[src/rtl/core/sjpe_pkg.sv]
// Shared types and constants for the servo jog packet encoder.
// No dependencies; imported by every module of the block but sjpe_checker.
package sjpe_pkg;

	// Packet framing
	localparam logic [7:0] HDR_BYTE = 8'hFF;
	localparam logic [7:0] PKT_SIZE = 8'h0C;
	localparam logic [7:0] CMD_SJOG = 8'h06;
	localparam logic [7:0] CHK_MASK = 8'hFE;
	localparam logic [7:0] ID_RESET = 8'hFE;

	// Range limits
	localparam logic [11:0] MAX_TIME_MS = 12'd2856;
	localparam logic [10:0] GOAL_MOST_NEG = 11'h400;

	// Play time = floor(ms * 5 / 56), via reciprocal multiply
	localparam int PLAY_N_W = 15;
	localparam logic [PLAY_N_W-1:0] PLAY_RECIP = 15'd18725;
	localparam int PLAY_SHIFT = 20;
	localparam int PLAY_PROD_W = 2 * PLAY_N_W;

	// Set value bits
	localparam logic [7:0] SET_STOP = 8'h01;
	localparam logic [7:0] SET_SPEED = 8'h02;
	localparam logic [7:0] LED_GREEN = 8'h04;
	localparam logic [7:0] LED_BLUE = 8'h08;
	localparam logic [7:0] LED_RED = 8'h10;

	localparam logic [1:0] LED_SEL_NONE = 2'd0;
	localparam logic [1:0] LED_SEL_GREEN = 2'd1;
	localparam logic [1:0] LED_SEL_BLUE = 2'd2;
	localparam logic [1:0] LED_SEL_RED = 2'd3;

	localparam logic MODE_POS = 1'b0;

	// Byte positions within the packet
	localparam logic [3:0] BI_HDR0 = 4'd0;
	localparam logic [3:0] BI_HDR1 = 4'd1;
	localparam logic [3:0] BI_SIZE = 4'd2;
	localparam logic [3:0] BI_ID0 = 4'd3;
	localparam logic [3:0] BI_CMD = 4'd4;
	localparam logic [3:0] BI_CHK1 = 4'd5;
	localparam logic [3:0] BI_CHK2 = 4'd6;
	localparam logic [3:0] BI_PLAY = 4'd7;
	localparam logic [3:0] BI_GLSB = 4'd8;
	localparam logic [3:0] BI_GMSB = 4'd9;
	localparam logic [3:0] BI_SET = 4'd10;
	localparam logic [3:0] BI_ID1 = 4'd11;

	// Request queue
	localparam int QDEPTH = 2;
	localparam int QPTR_W = $clog2(QDEPTH);
	localparam int QCNT_W = $clog2(QDEPTH + 1);

	// One classified request as it waits for the serializer
	typedef struct packed {
		logic       rejected;
		logic [7:0] play;
		logic [7:0] goal_lsb;
		logic [7:0] goal_msb;
		logic [7:0] setval;
		logic [7:0] sum;
	} job_t;

	// Queue status seen by both sides
	typedef struct packed {
		logic full;
		logic empty;
	} q_stat_t;

endpackage

[src/rtl/core/servo_jog_packet_encoder_unit.sv]
// An accepted request is registered in the queue; the back end then loads its bytes
// into the output register, one packet byte per cycle unless the receiver stalls.
// Packets are twelve bytes, rejections one beat; a two-entry queue holds requests.
// Reset (arst_n low, asynchronous): queue empties, output beat drops, servo_id = 0xFE.
// Top level of the servo jog packet encoder; depends on sjpe_pkg,
// sjpe_front, sjpe_queue and sjpe_back.
module servo_jog_packet_encoder_unit import sjpe_pkg::*; (
	input  logic        clk,
	input  logic        arst_n,
	// servo id register
	input  logic        id_we,
	input  logic [7:0]  id_wdata,
	// request channel
	input  logic        req_valid,
	output logic        req_stall,
	input  logic        mode,
	input  logic [10:0] goal,
	input  logic [11:0] play_time_ms,
	input  logic [1:0]  led_choice,
	// packet byte channel
	output logic        pkt_valid,
	input  logic        pkt_stall,
	output logic [7:0]  packet_byte,
	output logic        last_byte,
	output logic        rejected
);

	logic [7:0] servo_id_q;
	q_stat_t    q_stat;
	job_t       new_job;
	job_t       head_job;
	logic       push;
	logic       pop;

	// Target id; the user must write it only while no packet is in flight (not enforced
	// by the block), so the serializer reads it live for both id bytes.
	always_ff @(posedge clk or negedge arst_n) begin
		if (!arst_n) begin
			servo_id_q <= ID_RESET;
		end else if (id_we) begin
			servo_id_q <= id_wdata;
		end
	end

	// Front: check ranges, scale play time, build goal word and set value,
	// fold the data bytes into the running XOR. Stall only when the queue is full.
	sjpe_front u_front (
		.req_valid    (req_valid),
		.mode         (mode),
		.goal         (goal),
		.play_time_ms (play_time_ms),
		.led_choice   (led_choice),
		.q_stat       (q_stat),
		.req_stall    (req_stall),
		.push         (push),
		.job          (new_job)
	);

	// Queue: holds up to two classified requests while the back end drains.
	sjpe_queue u_queue (
		.clk    (clk),
		.arst_n (arst_n),
		.push   (push),
		.wr_job (new_job),
		.pop    (pop),
		.head   (head_job),
		.stat   (q_stat)
	);

	// Back: emit header, id, command, checksums and data one beat at a time;
	// advance on each free output slot, drop the queue head after its last beat.
	sjpe_back u_back (
		.clk         (clk),
		.arst_n      (arst_n),
		.servo_id    (servo_id_q),
		.head        (head_job),
		.q_stat      (q_stat),
		.pop         (pop),
		.pkt_stall   (pkt_stall),
		.pkt_valid   (pkt_valid),
		.packet_byte (packet_byte),
		.last_byte   (last_byte),
		.rejected    (rejected)
	);

endmodule

[src/rtl/core/sjpe_front.sv]
// Front end: range-checks a request and precomputes the packet data bytes.
// Depends on sjpe_pkg.
module sjpe_front import sjpe_pkg::*; (
	input  logic        req_valid,
	input  logic        mode,
	input  logic [10:0] goal,
	input  logic [11:0] play_time_ms,
	input  logic [1:0]  led_choice,
	input  q_stat_t     q_stat,
	output logic        req_stall,
	output logic        push,
	output job_t        job
);

	logic [PLAY_N_W-1:0]    time_x5;
	logic [PLAY_PROD_W-1:0] prod;
	logic [7:0]             led_bit;
	logic                   neg;
	logic [9:0]             mag;
	logic                   bad;

	assign req_stall = q_stat.full;
	assign push = req_valid && !q_stat.full;

	// ms * 5 / 56 through the reciprocal; exact for every 12-bit time
	assign time_x5 = {1'b0, play_time_ms, 2'b00} + {3'b000, play_time_ms};
	assign prod = PLAY_PROD_W'(time_x5) * PLAY_PROD_W'(PLAY_RECIP);

	assign neg = goal[10];
	assign mag = neg ? 10'(~goal + 11'd1) : goal[9:0];

	always_comb begin
		case (led_choice)
			LED_SEL_NONE:  led_bit = 8'h00;
			LED_SEL_GREEN: led_bit = LED_GREEN;
			LED_SEL_BLUE:  led_bit = LED_BLUE;
			LED_SEL_RED:   led_bit = LED_RED;
			default:       led_bit = 8'h00;
		endcase
	end

	always_comb begin
		bad = play_time_ms > MAX_TIME_MS;
		job.play = prod[PLAY_SHIFT +: 8];
		if (mode == MODE_POS) begin
			bad = bad || neg;
			job.goal_lsb = goal[7:0];
			job.goal_msb = {6'b0, goal[9:8]};
			job.setval = led_bit;
		end else begin
			bad = bad || (goal == GOAL_MOST_NEG);
			job.goal_lsb = mag[7:0];
			// direction flag is bit 14 of the goal word
			job.goal_msb = {1'b0, neg, 4'b0, mag[9:8]};
			job.setval = SET_SPEED | led_bit | ((goal == 11'd0) ? SET_STOP : 8'h00);
		end
		job.rejected = bad;
		// the id appears twice in the covered bytes and cancels out
		job.sum = PKT_SIZE ^ CMD_SJOG ^ job.play ^ job.goal_lsb ^ job.goal_msb ^ job.setval;
	end

endmodule

[src/rtl/core/sjpe_queue.sv]
// Two-entry queue of classified requests between front and back end.
// Depends on sjpe_pkg.
module sjpe_queue import sjpe_pkg::*; (
	input  logic    clk,
	input  logic    arst_n,
	input  logic    push,
	input  job_t    wr_job,
	input  logic    pop,
	output job_t    head,
	output q_stat_t stat
);

	job_t              mem_q [QDEPTH];
	logic [QPTR_W-1:0] wr_ptr_q;
	logic [QPTR_W-1:0] rd_ptr_q;
	logic [QCNT_W-1:0] cnt_q;

	assign stat.full = cnt_q == QCNT_W'(QDEPTH);
	assign stat.empty = cnt_q == '0;
	assign head = mem_q[rd_ptr_q];

	always_ff @(posedge clk) begin
		if (push) begin
			mem_q[wr_ptr_q] <= wr_job;
		end
	end

	always_ff @(posedge clk or negedge arst_n) begin
		if (!arst_n) begin
			wr_ptr_q <= '0;
			rd_ptr_q <= '0;
			cnt_q <= '0;
		end else begin
			if (push) begin
				wr_ptr_q <= (wr_ptr_q == QPTR_W'(QDEPTH - 1)) ? '0 : wr_ptr_q + 1'b1;
			end
			if (pop) begin
				rd_ptr_q <= (rd_ptr_q == QPTR_W'(QDEPTH - 1)) ? '0 : rd_ptr_q + 1'b1;
			end
			case ({push, pop})
				2'b10:   cnt_q <= cnt_q + 1'b1;
				2'b01:   cnt_q <= cnt_q - 1'b1;
				default: cnt_q <= cnt_q;
			endcase
		end
	end

endmodule

[src/rtl/core/sjpe_back.sv]
// Back end: walks the queue head through the twelve packet bytes into an
// output register. Depends on sjpe_pkg.
module sjpe_back import sjpe_pkg::*; (
	input  logic       clk,
	input  logic       arst_n,
	input  logic [7:0] servo_id,
	input  job_t       head,
	input  q_stat_t    q_stat,
	output logic       pop,
	input  logic       pkt_stall,
	output logic       pkt_valid,
	output logic [7:0] packet_byte,
	output logic       last_byte,
	output logic       rejected
);

	logic [3:0] idx_q;
	logic       valid_q;
	logic [7:0] byte_q;
	logic       last_q;
	logic       rej_q;
	logic       load;
	logic       end_of_job;
	logic [7:0] nxt_byte;

	assign load = !q_stat.empty && (!valid_q || !pkt_stall);
	assign end_of_job = head.rejected || (idx_q == BI_ID1);
	assign pop = load && end_of_job;

	always_comb begin
		case (idx_q)
			BI_HDR0: nxt_byte = HDR_BYTE;
			BI_HDR1: nxt_byte = HDR_BYTE;
			BI_SIZE: nxt_byte = PKT_SIZE;
			BI_ID0:  nxt_byte = servo_id;
			BI_CMD:  nxt_byte = CMD_SJOG;
			BI_CHK1: nxt_byte = head.sum & CHK_MASK;
			BI_CHK2: nxt_byte = ~head.sum & CHK_MASK;
			BI_PLAY: nxt_byte = head.play;
			BI_GLSB: nxt_byte = head.goal_lsb;
			BI_GMSB: nxt_byte = head.goal_msb;
			BI_SET:  nxt_byte = head.setval;
			BI_ID1:  nxt_byte = servo_id;
			default: nxt_byte = 8'h00;
		endcase
	end

	always_ff @(posedge clk or negedge arst_n) begin
		if (!arst_n) begin
			idx_q <= BI_HDR0;
			valid_q <= 1'b0;
		end else if (load) begin
			valid_q <= 1'b1;
			idx_q <= end_of_job ? BI_HDR0 : idx_q + 4'd1;
		end else if (!pkt_stall) begin
			valid_q <= 1'b0;
		end
	end

	always_ff @(posedge clk) begin
		if (load) begin
			byte_q <= head.rejected ? 8'h00 : nxt_byte;
			last_q <= end_of_job;
			rej_q <= head.rejected;
		end
	end

	assign pkt_valid = valid_q;
	assign packet_byte = byte_q;
	assign last_byte = last_q;
	assign rejected = rej_q;

endmodule

[config.mk]
export PLATFORM = sky130hd
export DESIGN_NAME = servo_jog_packet_encoder_unit
export DESIGN_NICKNAME = d
export VERILOG_FILES = /design/src/rtl/core/sjpe_pkg.sv /design/src/rtl/core/servo_jog_packet_encoder_unit.sv /design/src/rtl/core/sjpe_front.sv /design/src/rtl/core/sjpe_queue.sv /design/src/rtl/core/sjpe_back.sv
export SDC_FILE = /design/constraint.sdc
export NUM_CORES = 1
export LEC_CHECK = 0
export ABC_AREA = 1
export BUFFER_PORTS_ARGS = -buffer_cell sky130_fd_sc_hd__buf_2
export CAP_MARGIN = 10
export CORE_ASPECT_RATIO = 0.5
export CORE_MARGIN = 1
export CORE_UTILIZATION = 30
export DETAILED_ROUTE_END_ITERATION = 7
export SLEW_MARGIN = 20
export SYNTH_ARGS = -nofsm -noshare
export SYNTH_HDL_FRONTEND = slang
export SYNTH_SLANG_ARGS = --single-unit
[constraint.sdc]
create_clock -name clk -period 2.2 [get_ports clk]
set_input_delay 0.55 -clock clk [delete_from_list [all_inputs] [get_ports clk]]
set_output_delay 0.55 -clock clk [all_outputs]
set_load 0.005 [all_outputs]
==> results.py, run 1 <==
metrics = {
    "clock_tree": {
        "cts_made_buffers": 9,
        "clk_pin_slew_ns": 0.06,
        "clock_sinks": 91,
        "cts_hold_buf": 0,
        "h-tree-depth": 3,
        "clockRootBuffer": "clkbuf_16",
        "worst_skew_pair.late_latency_ns": 0.34,
        "cts_tree": "yes",
        "clockBufferDepth": 2,
    },
    "route": {
        "drt_iter0_drc": 304,
        "drc": 0,
        "avgViaCountPerCell": 4.58,
        "routed_wl_um": 20500,
        "num_vias": 6771,
        "drt_pass1_iterations": 5,
        "post_drt_wl_per_cell_um": 13.9,
        "ant_nets": 0,
    },
    "worst_setup_path": {
        "critPathLaunchType": "input pin",
        "cpPeakStageDelay_ns": 0.51,
        "r2r_start": "u_queue.rd_ptr_q",
        "endpoint_kind": "flip-flop",
        "critical_path.slowest_cell": "fa_1",
        "cp.required_ns": 2.30,
        "crit_fanout": 3,
        "arrival_ns": 5.56,
        "path_class": "input pin to flip-flop",
        "cp-startpoint": "play_time_ms[2]",
    },
    "global_route": {
        "grt_max_degree": 33,
        "busiest_layer": "met2",
        "grt_pass1_vias": 6806,
        "grt_pass1_wl_um": 33400,
        "grtUsageTotal": 0.148,
        "gr-total-overflow": 0,
        "use_met3": 0.0152,
        "grt_use_met2": 0.258,
        "grt_util_met1": 0.194,
        "antenna_found_initial": 0,
    },
    "finish": {
        "n_antenna_cell": 0,
        "area_growth_pct": 32.2,
        "final_area_mm2": 0.0108,
        "final_nets": 1319,
        "drive_gt1_frac": 0.310,
    },
    "sta": {
        "rsz0062_at_grt": "true",
        "finalClockSkew_ns": 0.00617,
        "hold_viol_final": 0,
        "worstMarginPinSlew_ns": 0.662,
        "fin_ws_ns": -3.26,
        "setup_violations": 30,
        "max_clock_freq_mhz": 183,
        "fin_crit_sh": 2.48,
        "maxSlewViolCount": 0,
        "max_slew_margin": 0.554,
        "finalCriticalPeriod_ns": 5.46,
    },
    "synthesis": {
        "syn_area_mm2": 0.00816,
        "async_reset_ff_frac": 0.187,
        "synth_cells": 943,
        "yosysMostFrequentCell": "nand2_1",
        "synth_nets": 1141,
        "ys_top_cells_by_area": "edfxtp_1 (27%), ha_1 (19%), nand2_1 (9.8%)",
        "synth.distinct_cells": 48,
        "postSynthAreaPerCell_um2": 8.65,
        "ys_seq_area_frac": 0.326,
        "netlist.area_leader.share": 0.272,
        "synthTopCellsByCount": "nand2_1 (214), inv_1 (164), ha_1 (125), edfxtp_1 (74), nor2_1 (58)",
        "ys_warn_count": 0,
        "synth_edf_count": 74,
        "ys_ff_latch": 91,
        "synth_flop_cell": "edfxtp_1",
        "synth_top_cell_by_area": "edfxtp_1",
    },
    "placed_design": {
        "portBuffers": 50,
        "place_hpwl_um": 17000,
        "post-place-ws_ns": -3.82,
        "finalWeightedCongestion": 0.887,
        "placed_area_mm2": 0.00989,
    },
    "floorplanning": {
        "die_h_um": 119,
        "rows": 42,
        "coreArea_mm2": 0.0266,
        "initial_core_util": 0.307,
        "fp.dieW_um": 235,
        "die_area_mm2": 0.0279,
        "io-pin-count": 51,
    },
    "job": {
        "max_cap_viol_count": 0,
    },
    "status": {
        "violations": "setup timing",
        "outcome": "complete, but fails checks",
    },
    "hold_path": {
        "hold_path.class": "input pin to asynchronous set/reset pin",
    },
}
-- critical path: cells and delay by family --
kind | cells | cell delay [ns]
adders and majority gates | 9 | 2.91
and+or+nand+nor | 13 | 1.13
AOI/OAI and AO/OA | 2 | 0.31
xor gates and xnor gates | 1 | 0.28
buffers and inverters | 7 | 0.38
-- per-stage QoR --
| stage | cells | TNS, ns | util | hold slack [ns] |
|---|---|---|---|---|
| CTS | 1471 | -94.57 | 0.392 | 0.135 |
| global placement | 1450 | -108.34 | 0.372 | 0.487 |
| floorplan | 943 | -95.52 | - | 0.254 |
| global route | 1478 | -100.52 | 0.406 | 0.154 |
| finish | 1478 | -94.72 | 0.406 | 0.131 |
| detailed placement | 1450 | -111.46 | 0.372 | 0.491 |
-- cells by family after synthesis --
| kind of cell | count (synthesis) | synth area share |
|---|---|---|
| buf+inv | 177 | 0.0839 |
| simple gates | 369 | 0.192 |
| compound gates | 108 | 0.0785 |
| fa+ha+maj | 159 | 0.275 |
| xor+xnor | 27 | 0.0290 |
| flops | 91 | 0.326 |
| mux | 12 | 0.0159 |
-- routing by layer --
| layer | wire (µm) | share of wire | up-vias |
|---|---|---|---|
| met5 | 0 | 0 | - |
| met4 | 387 | 0.019 | 0 |
| met3 | 454 | 0.022 | 26 |
| met2 | 9930 | 0.48 | 81 |
| met1 | 9740 | 0.47 | 3195 |
| li1 | - | - | 3469 |
-- repair_timing --
action / 4_1_cts / 5_1_grt
buffers inserted: 5 / 7
setup endpoints to repair: 30 / 32
gates resized for setup: 46 / 62
pin swaps: 35 / 44
cloned: 0 / 0
-- layout make-up --
class / count / area [µm²]
fill: 2616 / 15800
clock buffer: 10 / 229
multi-input combinational: 675 / 5480
timing repair buffer: 176 / 1250
clock inverter: 6 / 97.6
inverter: 168 / 633
sequential: 91 / 2660
tap: 352 / 440
-- registers in the layout, summed over array words and instances (netlist names) --
register            count
servo_id_q              8
u_back.pkt_valid        1
u_back.packet_byte      8
u_queue.mem_q          64
u_back.rejected         1
u_queue.wr_ptr_q        1
u_queue.cnt_q           2
u_back.idx_q            4
u_back.last_byte        1
u_queue.rd_ptr_q        1
-- layout by cell type (no fill, tap or decap), types with 8 or more instances in the layout --
cell type and n:
nand3_1 38, nand4_1 17, nand2_1 186, a21oi_1 32, buf_2 46, dfrtp_1 9, clkbuf_16 9, nor2_2 21
o21ai_0 21, ha_4 24, ha_1 100, mux2_2 8, xor2_1 17, nand2_2 27, edfxtp_1 74, a21oi_2 14
nor2_1 40, buf_4 124, fa_1 33, inv_1 154, inv_2 13
-- final timing paths --
| check | slack (ns) | to | depth (start not counted) |
|---|---|---|---|
| worst max-delay path | -3.26 | u_queue.mem_q[0][1] | 32 |
| worst min-delay path | 0.13 | u_queue.cnt_q[1] | 1 |
| worst max register to register | 0.21 | u_queue.cnt_q[1] | 10 |
| worst min register to register | 0.51 | u_back.pkt_valid | 2 |
| max in group asynchronous | 1.74 | servo_id_q[7] | 1 |
| min in group clk | 0.43 | u_back.pkt_valid | 3 |
Power of run 1 is not shown: default switching activity piles up to over one toggle a cycle in this logic, so the estimate is an artifact.
==> run 2: changes to the inputs <==
--- a/config.mk
+++ b/config.mk
@@ -12,6 +12,7 @@
 export CORE_MARGIN = 1
 export CORE_UTILIZATION = 30
 export DETAILED_ROUTE_END_ITERATION = 7
+export MAX_ROUTING_LAYER = met4
 export SLEW_MARGIN = 20
 export SYNTH_ARGS = -nofsm -noshare
 export SYNTH_HDL_FRONTEND = slang
==> results.py, run 2 (same netlist as run 1, synthesis figures left out) <==
metrics = {
    "status": {
        "violations": "setup timing",
        "outcome": "complete, but fails checks",
    },
    "worst_setup_path": {
        "cp.required_ns": 2.30,
        "crit_fanout": 3,
        "cp-startpoint": "play_time_ms[2]",
        "cp_common_cell": "nand2_2",
        "cpPeakStageDelay_ns": 0.54,
        "worst_r2r_path_depth": 10,
        "r2r_slack_ns": 0.21,
        "path_class": "input pin to flip-flop",
        "r2r_start": "u_queue.rd_ptr_q",
        "endpoint": "u_queue.mem_q[0][7]",
        "endpoint_kind": "flip-flop",
        "reg2reg_to": "u_queue.cnt_q[1]",
        "arrival_ns": 5.60,
        "critical_path.slowest_cell": "fa_1",
        "critPathLaunchType": "input pin",
    },
    "global_route": {
        "grt_pass1_wl_um": 34200,
        "grtUsageTotal": 0.155,
        "gr-total-overflow": 0,
        "grt_max_degree": 33,
        "antenna_found_initial": 0,
        "grt_pass1_vias": 6854,
    },
    "placed_design": {
        "place_inst": 1447,
        "finalWeightedCongestion": 0.887,
        "placed_area_mm2": 0.00987,
        "portBuffers": 50,
        "post-place-ws_ns": -3.79,
        "place_hpwl_um": 16800,
    },
    "clock_tree": {
        "clk_pin_slew_ns": 0.07,
        "h-tree-depth": 3,
        "clockBufferDepth": 2,
        "cts_tree": "yes",
        "cts_made_buffers": 9,
        "worst_skew_pair.late_latency_ns": 0.33,
        "clockRootBuffer": "clkbuf_16",
        "clock_sinks": 91,
        "cts_hold_buf": 0,
    },
    "job": {
        "max_cap_viol_count": 0,
    },
    "sta": {
        "fin_ws_ns": -3.30,
        "fin_crit_sh": 2.50,
        "maxSlewViolCount": 0,
        "hold_viol_final": 0,
        "finalClockSkew_ns": 0.00708,
        "max_slew_margin": 0.573,
        "rsz0062_at_grt": "true",
        "max_clock_freq_mhz": 182,
        "setup_violations": 30,
        "worstMarginPinSlew_ns": 0.634,
        "finalCriticalPeriod_ns": 5.50,
    },
    "route": {
        "wl_met1_um": 9820,
        "routed_wl_um": 20600,
        "avgViaCountPerCell": 4.57,
        "drt_pass1_iterations": 4,
        "dr_wl_met2_um": 9950,
        "routed.top_layer": "met4",
        "post_drt_wl_per_cell_um": 13.9,
        "ant_nets": 0,
        "num_vias": 6738,
        "drc": 0,
        "wl_met3_um": 455,
        "drt_iter0_drc": 349,
    },
    "finish": {
        "instances_no_fill": 1476,
        "n_fill_cell": 2616,
        "largest_reg_flops": 64,
        "multi_input_area_mm2": 0.00558,
        "final_cell_mix": "nand2_1 (178), inv_1 (152), buf_4 (122)",
        "n_antenna_cell": 0,
        "regArea_mm2": 0.00266,
        "final_nets": 1318,
        "drive_gt1_frac": 0.323,
        "area_growth_pct": 32.7,
        "regMostFlops": "u_queue.mem_q",
        "final_common_cell": "nand2_1",
        "final_area_mm2": 0.0108,
    },
    "floorplanning": {
        "die_area_mm2": 0.0279,
        "die_h_um": 119,
        "io-pin-count": 51,
        "initial_core_util": 0.307,
        "fp.dieW_um": 235,
        "rows": 42,
        "coreArea_mm2": 0.0266,
    },
    "hold_path": {
        "hold_path.class": "input pin to asynchronous set/reset pin",
    },
}
run 2: cell types whose count changed in the layout (fill, tap and decap cells not counted), moves of 3 or more:
cell	previous run	this run
ha_1	100	97
nor2_2	21	13
nand2_1	186	178
nor2_4	3	8
nor2_1	40	43
inv_2	13	16
nand2_2	27	33
ha_4	24	28
nand3_2	7	13
nand3_1	38	32
run 2: worst min path at each step:
stage	startpoint	end	slack, ns	cells after the start
after CTS	arst_n	u_queue.wr_ptr_q	0.14	1
final	arst_n	u_queue.cnt_q[1]	0.13	1
after global routing	arst_n	u_queue.cnt_q[1]	0.15	1
after floorplan	arst_n	servo_id_q[0]	0.25	0
after global placement	arst_n	u_queue.wr_ptr_q	0.49	1
after detailed placement	u_back.pkt_valid	u_back.pkt_valid	0.49	2
run 2: per-stage QoR:
stage / util / setup TNS (ns) / hold WS [ns]
global route: 0.407 / -103.49 / 0.150
CTS: 0.399 / -92.97 / 0.144
global placement: 0.371 / -108.10 / 0.491
floorplan: - / -95.52 / 0.254
finish: 0.407 / -96.14 / 0.135
detailed placement: 0.371 / -110.65 / 0.494
run 2: final cells by class:
type | instances | area share
multi-input combinational | 675 | 0.515
sequential | 91 | 0.245
timing repair buffer | 175 | 0.115
inverter | 168 | 0.0582
tap | 352 | 0.0407
clock buffer | 9 | 0.0208
clock inverter | 6 | 0.00451
run 2: metal layers:
layer	track usage	vias to the layer above
met3	0.0126	21
met2	0.263	84
met5	-	-
met1	0.202	3165
met4	0.0392	0
li1	-	3468
run 2: repair_timing:
action                                  CTS  global route
endpoints found under the setup margin   30            30
gates resized for setup                  75            51
pin swaps                                39            36
buffers inserted                          9             5
run 2: critical path: cells and delay by family:
kind                     cells  cell delay, ns
AND/OR/NAND/NOR             15            1.04
adder cells (fa/ha/maj)      9            3.18
XOR/XNOR                     1            0.21
buffers and inverters        4            0.34
AO/OA/AOI/OAI                2            0.24
Power of run 2 is left out for the same reason.
